`src/hdl/dual_slot_record_selector_macros.svh`:
```
// ----------------------------------------------------------------------------
// Assertion macros for the dual slot record selector
// Concurrent checks that compile away when SYNTHESIS is defined.
// ----------------------------------------------------------------------------
`ifndef DUAL_SLOT_RECORD_SELECTOR_MACROS_SVH
`define DUAL_SLOT_RECORD_SELECTOR_MACROS_SVH

`ifndef SYNTHESIS
// Same-cycle implication: ante |-> cons
`define DSRS_ASSERT_NOW(label, clk, rst, ante, cons, msg) \
  label: assert property (@(posedge clk) disable iff (rst) (ante) |-> (cons)) \
    else $error(msg);
// Next-cycle implication: ante |=> cons
`define DSRS_ASSERT_NEXT(label, clk, rst, ante, cons, msg) \
  label: assert property (@(posedge clk) disable iff (rst) (ante) |=> (cons)) \
    else $error(msg);
`else
`define DSRS_ASSERT_NOW(label, clk, rst, ante, cons, msg)
`define DSRS_ASSERT_NEXT(label, clk, rst, ante, cons, msg)
`endif

`endif

```
`src/hdl/dsrs_pkg.sv`:
```
// ----------------------------------------------------------------------------
// dsrs_pkg
// Types, constants and the CRC byte update shared by the record selector.
// ----------------------------------------------------------------------------
package dsrs_pkg;

  localparam int RECORD_BYTES = 16;
  localparam int POS_W        = $clog2(RECORD_BYTES);
  localparam int CFG_INDEX_W  = 1;
  localparam int CFG_DATA_W   = 16;

  localparam logic [15:0] MAGIC_RESET   = 16'h2004;
  localparam logic [15:0] VERSION_RESET = 16'h0100;
  localparam logic [15:0] CRC_INIT      = 16'hFFFF;
  localparam logic [15:0] CRC_POLY      = 16'h1021;

  // register indexes
  localparam logic [CFG_INDEX_W-1:0] REG_MAGIC   = 1'b0;
  localparam logic [CFG_INDEX_W-1:0] REG_VERSION = 1'b1;

  // byte offsets inside a record
  localparam logic [POS_W-1:0] POS_MAGIC_LO   = 4'd0;
  localparam logic [POS_W-1:0] POS_MAGIC_HI   = 4'd1;
  localparam logic [POS_W-1:0] POS_VERSION_LO = 4'd2;
  localparam logic [POS_W-1:0] POS_VERSION_HI = 4'd3;
  localparam logic [POS_W-1:0] POS_SEQ_LO     = 4'd4;
  localparam logic [POS_W-1:0] POS_SEQ_HI     = 4'd5;
  localparam logic [POS_W-1:0] POS_TEMP_LO    = 4'd6;
  localparam logic [POS_W-1:0] POS_TEMP_HI    = 4'd7;
  localparam logic [POS_W-1:0] POS_SPEED_LO   = 4'd8;
  localparam logic [POS_W-1:0] POS_SPEED_HI   = 4'd9;
  localparam logic [POS_W-1:0] POS_TIME_0     = 4'd10;
  localparam logic [POS_W-1:0] POS_TIME_1     = 4'd11;
  localparam logic [POS_W-1:0] POS_TIME_2     = 4'd12;
  localparam logic [POS_W-1:0] POS_TIME_3     = 4'd13;
  localparam logic [POS_W-1:0] POS_CRC_LO     = 4'd14;
  localparam logic [POS_W-1:0] POS_CRC_HI     = 4'd15;

  localparam logic SLOT_A = 1'b0;
  localparam logic SLOT_B = 1'b1;

  typedef struct packed {
    logic       slot;
    logic [7:0] data_byte;
    logic       read_ok;
    logic       last_of_record;
  } in_item_t;

  typedef struct packed {
    logic        found;
    logic        chosen_slot;
    logic [15:0] temperature;
    logic [15:0] speed;
    logic [31:0] run_time;
    logic [15:0] sequence_res;
  } result_t;

  // CRC-16/CCITT-FALSE, one byte, MSB first
  function automatic logic [15:0] crc_byte(input logic [15:0] crc_in,
                                           input logic [7:0] b);
    logic [15:0] c;
    c = crc_in ^ {b, 8'h00};
    for (int k = 0; k < 8; k++) begin
      if (c[15]) begin
        c = {c[14:0], 1'b0} ^ CRC_POLY;
      end else begin
        c = {c[14:0], 1'b0};
      end
    end
    return c;
  endfunction

endpackage

```
`src/hdl/dsrs_in_reg.sv`:
```
// ----------------------------------------------------------------------------
// dsrs_in_reg
// Input register: holds one accepted byte until the record stage takes it.
// ----------------------------------------------------------------------------
module dsrs_in_reg (
  input  logic               clk,
  input  logic               rst,
  input  logic               in_valid,
  output logic               in_ready,
  input  dsrs_pkg::in_item_t in_item,
  input  logic               advance,
  output logic               held,
  output dsrs_pkg::in_item_t item
);

  logic held_next;

  // free slot, or the held byte leaves this cycle
  assign in_ready = !held || advance;

  always_comb begin
    held_next = held;
    if (in_valid && in_ready) begin
      held_next = 1'b1;
    end else if (advance) begin
      held_next = 1'b0;
    end
  end

  always_ff @(posedge clk) begin
    if (rst) begin
      held <= 1'b0;
    end else begin
      held <= held_next;
    end
  end

  always_ff @(posedge clk) begin
    if (in_valid && in_ready) begin
      item <= in_item;
    end
  end

endmodule

```
`src/hdl/dsrs_record.sv`:
```
// ----------------------------------------------------------------------------
// dsrs_record
// Per-byte record check (header, CRC, read status), field capture, slot A
// hold and the A/B choice.
// ----------------------------------------------------------------------------
module dsrs_record (
  input  logic                             clk,
  input  logic                             rst,
  input  logic                             cfg_we,
  input  logic [dsrs_pkg::CFG_INDEX_W-1:0] cfg_index,
  input  logic [dsrs_pkg::CFG_DATA_W-1:0]  cfg_data,
  input  logic                             step,
  input  dsrs_pkg::in_item_t               item,
  output dsrs_pkg::result_t                result
);

  logic [15:0] record_magic;
  logic [15:0] record_version;

  logic [dsrs_pkg::POS_W-1:0] byte_position, byte_position_next;
  logic [15:0] running_crc, running_crc_next;
  logic [7:0]  header_byte, header_byte_next;
  logic        header_match, header_match_next;
  logic        read_good, read_good_next;
  logic [15:0] cur_seq, cur_seq_next;
  logic [15:0] cur_temp, cur_temp_next;
  logic [15:0] cur_speed, cur_speed_next;
  logic [31:0] cur_time, cur_time_next;
  logic        held_valid, held_valid_next;
  logic [15:0] held_seq, held_temp, held_speed;
  logic [31:0] held_time;

  logic [15:0] word;
  logic        crc_match;
  logic        valid;
  logic [15:0] seq_diff;
  logic        pick_a;

  always_ff @(posedge clk) begin
    if (rst) begin
      record_magic   <= dsrs_pkg::MAGIC_RESET;
      record_version <= dsrs_pkg::VERSION_RESET;
    end else if (cfg_we) begin
      unique case (cfg_index)
        dsrs_pkg::REG_MAGIC:   record_magic   <= cfg_data;
        dsrs_pkg::REG_VERSION: record_version <= cfg_data;
        default: ;
      endcase
    end
  end

  always_comb begin
    word               = {item.data_byte, header_byte};
    running_crc_next   = running_crc;
    header_byte_next   = header_byte;
    header_match_next  = header_match;
    read_good_next     = read_good && item.read_ok;
    cur_seq_next       = cur_seq;
    cur_temp_next      = cur_temp;
    cur_speed_next     = cur_speed;
    cur_time_next      = cur_time;
    crc_match          = 1'b0;

    if (byte_position < dsrs_pkg::POS_CRC_LO) begin
      running_crc_next = dsrs_pkg::crc_byte(running_crc, item.data_byte);
    end

    unique case (byte_position)
      dsrs_pkg::POS_MAGIC_LO, dsrs_pkg::POS_VERSION_LO, dsrs_pkg::POS_CRC_LO: begin
        header_byte_next = item.data_byte;
      end
      dsrs_pkg::POS_MAGIC_HI: begin
        if (word != record_magic) header_match_next = 1'b0;
      end
      dsrs_pkg::POS_VERSION_HI: begin
        if (word != record_version) header_match_next = 1'b0;
      end
      dsrs_pkg::POS_SEQ_LO:   cur_seq_next[7:0]    = item.data_byte;
      dsrs_pkg::POS_SEQ_HI:   cur_seq_next[15:8]   = item.data_byte;
      dsrs_pkg::POS_TEMP_LO:  cur_temp_next[7:0]   = item.data_byte;
      dsrs_pkg::POS_TEMP_HI:  cur_temp_next[15:8]  = item.data_byte;
      dsrs_pkg::POS_SPEED_LO: cur_speed_next[7:0]  = item.data_byte;
      dsrs_pkg::POS_SPEED_HI: cur_speed_next[15:8] = item.data_byte;
      dsrs_pkg::POS_TIME_0:   cur_time_next[7:0]   = item.data_byte;
      dsrs_pkg::POS_TIME_1:   cur_time_next[15:8]  = item.data_byte;
      dsrs_pkg::POS_TIME_2:   cur_time_next[23:16] = item.data_byte;
      dsrs_pkg::POS_TIME_3:   cur_time_next[31:24] = item.data_byte;
      default: begin
        // stored checksum high byte; an unmarked sixteenth byte spoils the record
        crc_match = (word == running_crc);
        if (!item.last_of_record) read_good_next = 1'b0;
      end
    endcase

    valid = read_good_next && header_match_next && crc_match &&
            (byte_position == dsrs_pkg::POS_CRC_HI);

    byte_position_next = byte_position + 4'd1;
    held_valid_next    = held_valid;
    if (item.last_of_record) begin
      byte_position_next = '0;
      running_crc_next   = dsrs_pkg::CRC_INIT;
      header_match_next  = 1'b1;
      read_good_next     = 1'b1;
      held_valid_next    = (item.slot == dsrs_pkg::SLOT_A) ? valid : 1'b0;
    end

    // A wins when B is bad or A is strictly newer under wraparound
    seq_diff = held_seq - cur_seq_next;
    pick_a   = held_valid && (!valid || (!seq_diff[15] && (seq_diff != 16'd0)));

    result = '0;
    if (held_valid || valid) begin
      result.found = 1'b1;
      if (pick_a) begin
        result.chosen_slot  = dsrs_pkg::SLOT_A;
        result.temperature  = held_temp;
        result.speed        = held_speed;
        result.run_time     = held_time;
        result.sequence_res = held_seq;
      end else begin
        result.chosen_slot  = dsrs_pkg::SLOT_B;
        result.temperature  = cur_temp_next;
        result.speed        = cur_speed_next;
        result.run_time     = cur_time_next;
        result.sequence_res = cur_seq_next;
      end
    end
  end

  always_ff @(posedge clk) begin
    if (rst) begin
      byte_position <= '0;
      running_crc   <= dsrs_pkg::CRC_INIT;
      header_match  <= 1'b1;
      read_good     <= 1'b1;
      held_valid    <= 1'b0;
    end else if (step) begin
      byte_position <= byte_position_next;
      running_crc   <= running_crc_next;
      header_match  <= header_match_next;
      read_good     <= read_good_next;
      held_valid    <= held_valid_next;
    end
  end

  always_ff @(posedge clk) begin
    if (step) begin
      header_byte <= header_byte_next;
      cur_seq     <= cur_seq_next;
      cur_temp    <= cur_temp_next;
      cur_speed   <= cur_speed_next;
      cur_time    <= cur_time_next;
      if (item.last_of_record && (item.slot == dsrs_pkg::SLOT_A)) begin
        held_seq   <= cur_seq_next;
        held_temp  <= cur_temp_next;
        held_speed <= cur_speed_next;
        held_time  <= cur_time_next;
      end
    end
  end

endmodule

```
`src/hdl/dsrs_out_reg.sv`:
```
// ----------------------------------------------------------------------------
// dsrs_out_reg
// Result register: holds one result until the downstream transfer.
// ----------------------------------------------------------------------------
module dsrs_out_reg (
  input  logic              clk,
  input  logic              rst,
  input  logic              load,
  input  dsrs_pkg::result_t result_in,
  output logic              out_valid,
  input  logic              out_ready,
  output dsrs_pkg::result_t result
);

  logic out_valid_next;

  always_comb begin
    out_valid_next = out_valid;
    if (load) begin
      out_valid_next = 1'b1;
    end else if (out_ready) begin
      out_valid_next = 1'b0;
    end
  end

  always_ff @(posedge clk) begin
    if (rst) begin
      out_valid <= 1'b0;
    end else begin
      out_valid <= out_valid_next;
    end
  end

  always_ff @(posedge clk) begin
    if (load) begin
      result <= result_in;
    end
  end

endmodule

```
`src/hdl/dual_slot_record_selector.sv`:
```
// ----------------------------------------------------------------------------
// dual_slot_record_selector
// Checks two 16-byte records (slot A, then slot B) and reports the newer
// valid one after the last byte of slot B.
//
//   channel   direction  tdata                     tuser / tlast
//   s_axis    in         data_byte                 slot, read_ok / last_of_record
//   m_axis    out        temp, speed, time, seq    found, chosen_slot
//   cfg       in         record_magic, record_version by cfg_index
//
// One byte per cycle while no result stalls. A byte is held in the input register
// and is folded into the record state as it leaves; the result of the final slot B
// byte is loaded into the output register as that byte leaves the input register.
// Synchronous reset clears all control state and loads the register defaults.
// A full, stalled output register holds a slot B final byte in the input
// register, which stalls the input; all other bytes keep flowing.
// ----------------------------------------------------------------------------
`include "dual_slot_record_selector_macros.svh"

module dual_slot_record_selector (
  input  logic                             clk,
  input  logic                             rst,
  input  logic                             s_axis_tvalid,
  output logic                             s_axis_tready,
  input  logic [7:0]                       s_axis_tdata,  // data_byte
  input  logic [1:0]                       s_axis_tuser,  // slot, read_ok
  input  logic                             s_axis_tlast,  // last_of_record
  output logic                             m_axis_tvalid,
  input  logic                             m_axis_tready,
  // temperature, speed, run_time, sequence_res
  output logic [79:0]                      m_axis_tdata,
  output logic [1:0]                       m_axis_tuser,  // found, chosen_slot
  input  logic                             cfg_we,
  input  logic [dsrs_pkg::CFG_INDEX_W-1:0] cfg_index,
  input  logic [dsrs_pkg::CFG_DATA_W-1:0]  cfg_data
);

  dsrs_pkg::in_item_t s_item;
  dsrs_pkg::in_item_t item;
  dsrs_pkg::result_t  result_d;
  dsrs_pkg::result_t  result_q;
  logic               held;
  logic               emit;
  logic               advance;

  assign s_item.slot           = s_axis_tuser[0];
  assign s_item.data_byte      = s_axis_tdata;
  assign s_item.read_ok        = s_axis_tuser[1];
  assign s_item.last_of_record = s_axis_tlast;

  // a slot B final byte needs room in the output register
  assign emit    = held && item.last_of_record && (item.slot == dsrs_pkg::SLOT_B);
  assign advance = held && (!emit || !m_axis_tvalid || m_axis_tready);

  dsrs_in_reg u_in_reg (
    .clk      (clk),
    .rst      (rst),
    .in_valid (s_axis_tvalid),
    .in_ready (s_axis_tready),
    .in_item  (s_item),
    .advance  (advance),
    .held     (held),
    .item     (item)
  );

  dsrs_record u_record (
    .clk       (clk),
    .rst       (rst),
    .cfg_we    (cfg_we),
    .cfg_index (cfg_index),
    .cfg_data  (cfg_data),
    .step      (advance),
    .item      (item),
    .result    (result_d)
  );

  dsrs_out_reg u_out_reg (
    .clk       (clk),
    .rst       (rst),
    .load      (advance && emit),
    .result_in (result_d),
    .out_valid (m_axis_tvalid),
    .out_ready (m_axis_tready),
    .result    (result_q)
  );

  assign m_axis_tdata = {result_q.sequence_res, result_q.run_time,
                         result_q.speed, result_q.temperature};
  assign m_axis_tuser = {result_q.chosen_slot, result_q.found};

  `DSRS_ASSERT_NEXT(a_emit_fills_out, clk, rst, advance && emit, m_axis_tvalid, "result not loaded")
  `DSRS_ASSERT_NOW(a_no_overwrite, clk, rst, m_axis_tvalid && !m_axis_tready && emit, !advance, "pending result overwritten")
  `DSRS_ASSERT_NOW(a_in_hold, clk, rst, held && !advance, !s_axis_tready, "held byte overwritten")
  `DSRS_ASSERT_NOW(a_empty_result, clk, rst, m_axis_tvalid && !m_axis_tuser[0], (m_axis_tdata == 80'd0) && !m_axis_tuser[1], "empty result not zero")

endmodule
```
`config.mk`:
```
export PLATFORM = sky130hd
export DESIGN_NAME = dual_slot_record_selector
export DESIGN_NICKNAME = d
export VERILOG_FILES = /design/src/hdl/dsrs_pkg.sv /design/src/hdl/dsrs_in_reg.sv /design/src/hdl/dsrs_record.sv /design/src/hdl/dsrs_out_reg.sv /design/src/hdl/dual_slot_record_selector.sv
export VERILOG_INCLUDE_DIRS = /design/src /design/src/hdl
export SDC_FILE = /design/constraint.sdc
export NUM_CORES = 1
export LEC_CHECK = 0
export ABC_AREA = 1
export BUFFER_PORTS_ARGS = -buffer_cell sky130_fd_sc_hd__buf_4
export CORE_MARGIN = 10
export CORE_UTILIZATION = 40
export CTS_CLUSTER_SIZE = 30
export DETAILED_ROUTE_END_ITERATION = 10
export PLACE_DENSITY = 0.69
export SLEW_MARGIN = 30
export SYNTH_ARGS = -nofsm -noshare
export SYNTH_HDL_FRONTEND = slang
export SYNTH_SLANG_ARGS = --single-unit
```
`constraint.sdc`:
```
create_clock -name clk -period 11.8 [get_ports clk]
set_input_delay 2.36 -clock clk [delete_from_list [all_inputs] [get_ports clk]]
set_output_delay 2.36 -clock clk [all_outputs]
set_load 0.01 [all_outputs]
```
==> metrics.txt <==
Pins Over Slew Limit=0; synth warn=0; Least-Margin Pin Slew=roughly 0.95 ns; Cell variety after synth=43; Die Height=a little over 200 um; Pre-Repair DR Iteration Count=6; CP Class=input pin to output port; Tot GR Track Use=0.1540; final-report setup violation count=0; Die X=between 200 and 250 um; antenna cells=0; cell area after synthesis=roughly 14000 um2; clk_lat worst skew=~0.53 ns; Post-synth top flop=edfxtp_1; status=completed; minimum clock period=~5.5 ns; initial antenna violation count=0; area leader, netlist=edfxtp_1; I/O Buffers=116; crit path DAT=3.14 ns; WL final=between 30000 and 40000 um; vias in the first global route=about 9800; full die area=about 43000 um2; IO Pins=roughly 120; asr flop ratio synth=0; Clk pin slew, worst setup/hold paths=~0.060 ns; clock skew=around 0.024 ns; CP Capture Type=output port; Crit. Startpoint=m_axis_tready; commonest non-fill, non-tap cells in the layout=348 x nand2_1, 261 x edfxtp_1, 134 x o21ai_0; Clock Path Buffers=3; critical path data required time=around 9.4 ns; RSZ-0062 raised after global routing=no; number of synthesized flops with an enable pin=approximately 260; TritonCTS clock tree=done; Post-CTS Setup Inserts=0; #FFs+latches synth=318; syn nets=between 1000 and 1500; share of the synthesized area in the top cell type=0.5601; WL per Instance=~17 um; Post-DP HPWL=21390 um; crit start category=input pin; Resized Gates After CTS=0; Syn-to-layout area delta=16.92%; Fmax=0.1817 GHz; reg-to-reg critical path startpoint=u_record.byte_position[1]; path category of the worst min-delay check=flip-flop to flip-flop; layout cells sized above 1=0.1442; most common cell after layout, fill and taps aside=nand2_1; max incr delay on CP=roughly 0.21 ns; top cells by area, synth=edfxtp_1 56%, nand2_1 9.3%, dfxtp_1 8.2%; Max Cap Violations=0; slowest CP cell=nor2_1; clk sink count=about 320; root buffer cell=clkbuf_16; cts hold-fix bufs=0; Final Hold Vio Count=0; setup TNS=0 ns; placed inst area=around 15000 um2; CP cell instances=buf_4 -> nor2_1 -> inv_1 -> nor2_1 -> inv_1 -> buf_4; largest net degree at the start of global routing=between 90 and 100; GPL Wtd Cong=about 0.86; first-pass GRT wire length=roughly 54000 um; Fill cells=between 3000 and 4000; HP Start=u_record.header_match; syn avg cell area=a little over 10 um2; CTS H-tree lvls=2; post-route cell area=~16000 um2; global route total overflow=0; CP max FO=3; Pleak=between 6 and 7 nW; # DRC=0; Rows=between 60 and 70; CTS Buf Count=35; Final #Nets=approximately 1500; Max VDD drop=approximately 0.11 mV; Initial Util=0.4051; post-synthesis sequential area ratio=0.6416; Post-Synthesis Cells=about 1400; PwrDens=154.1 nW/um2; DR vias/cell=5.123; routed via count=9969; Final period util=0.4663; core area=roughly 35000 um2; Core Util, Final=0.4736; Worst slew margin=0.3637; initial detailed-routing violation count=approximately 810; Routed Antenna Nets=0
[cell families (layout without fill, tap and decap cells)]
family | count (synthesis) | count (layout) | synth area share
AND/OR/NAND/NOR | 638 | 638 | 0.1945
adder cells (fa/ha/maj) | 14 | 14 | 0.01305
buffers and inverters | 159 | 288 | 0.05150
flip-flops | 318 | 318 | 0.6416
AO/OA/AOI/OAI | 189 | 189 | 0.07180
XOR/XNOR | 44 | 44 | 0.02754
[sequential cells by signal, indices dropped and copies added, names as in the netlist]
| register | flops |
|---|---|
| u_record.cur_speed | 16 |
| u_in_reg.held | 1 |
| u_record.cur_temp | 16 |
| u_record.byte_position | 4 |
| u_in_reg.item | 11 |
| u_record.running_crc | 16 |
| u_record.record_magic | 16 |
| u_record.header_match | 1 |
| u_record.read_good | 1 |
| u_record.held_seq | 16 |
| u_record.held_speed | 16 |
| u_out_reg.out_valid | 1 |
| u_record.cur_seq | 16 |
| u_record.record_version | 16 |
| u_record.cur_time | 32 |
| u_record.held_valid | 1 |
| u_record.held_temp | 16 |
| u_record.header_byte | 8 |
| u_out_reg.result | 82 |
| u_record.held_time | 32 |
[cell usage after synthesis (3+ instances only)]
master and n:
inv_1 96, nand2_1 348, o21bai_1 4, nor4_1 3, clkbuf_1 28, nor2_2 3
buf_6 9, edfxtp_1 261, ha_1 13, nor3_1 11, xnor2_1 22, nand3_1 121
xor2_1 22, buf_2 7, o21ai_0 134, nor2_1 111, o211ai_1 9, nand4_1 14
buf_4 12, dfxtp_1 57, inv_2 4, or2_2 11, a21oi_1 24, nand2_2 9
o21ai_1 8
[power breakdown]
part | switching [mW] | internal [mW]
clock network | 0.451 | 0.656
registers | 0.0235 | 1.25
logic | 0.0932 | 0.0505
total | 0.568 | 1.95
[critical path, delay by kind of cell]
kind                   cells  cell delay (ns)
buffers and inverters      4             0.45
AND/OR/NAND/NOR            2             0.35
[area by class of cell]
| type | count | area (um2) | area share |
|---|---|---|---|
| flip-flops and latches | 318 | 8979 | 0.5488 |
| multi-input cells | 885 | 4318 | 0.2639 |
| repair buffers | 123 | 934.6 | 0.05713 |
| clock buffers | 41 | 928.4 | 0.05675 |
| well taps | 455 | 569.3 | 0.03480 |
| inverters | 102 | 385.4 | 0.02355 |
| clock inverters | 22 | 246.5 | 0.01507 |
[per-layer routing]
metal	GRT usage	part of all wire	wire length [um]
met1	0.2077	0.45	15330
met2	0.2454	0.46	15780
met3	0.02738	0.060	2028
met4	0.05093	0.026	901
met5	0	0	0
[worst paths after layout]
check / end / slack (ns) / depth (start not counted)
hold reg to reg: u_record.header_match / 0.47 / 2
hold / removal: u_record.header_match / 0.47 / 2
setup / recovery: s_axis_tready / 6.30 / 6
setup reg to reg: u_out_reg.result[7] / 6.78 / 24
[metrics by stage]
stage | setup slack, ns | instances | power [mW] | hold WS (ns)
3_3_place_gp | 6.315 | 1883 | 1.433 | 0.4501
5_1_grt | 6.194 | 1946 | 2.612 | 0.4959
3_5_place_dp | 6.295 | 1883 | 1.437 | 0.4598
2_1_floorplan | 3.215 | 1362 | 1.384 | 0.4244
6_report | 6.297 | 1946 | 2.522 | 0.4706
4_1_cts | 6.288 | 1946 | 2.542 | 0.4740
(Power assumes the default switching activity.)
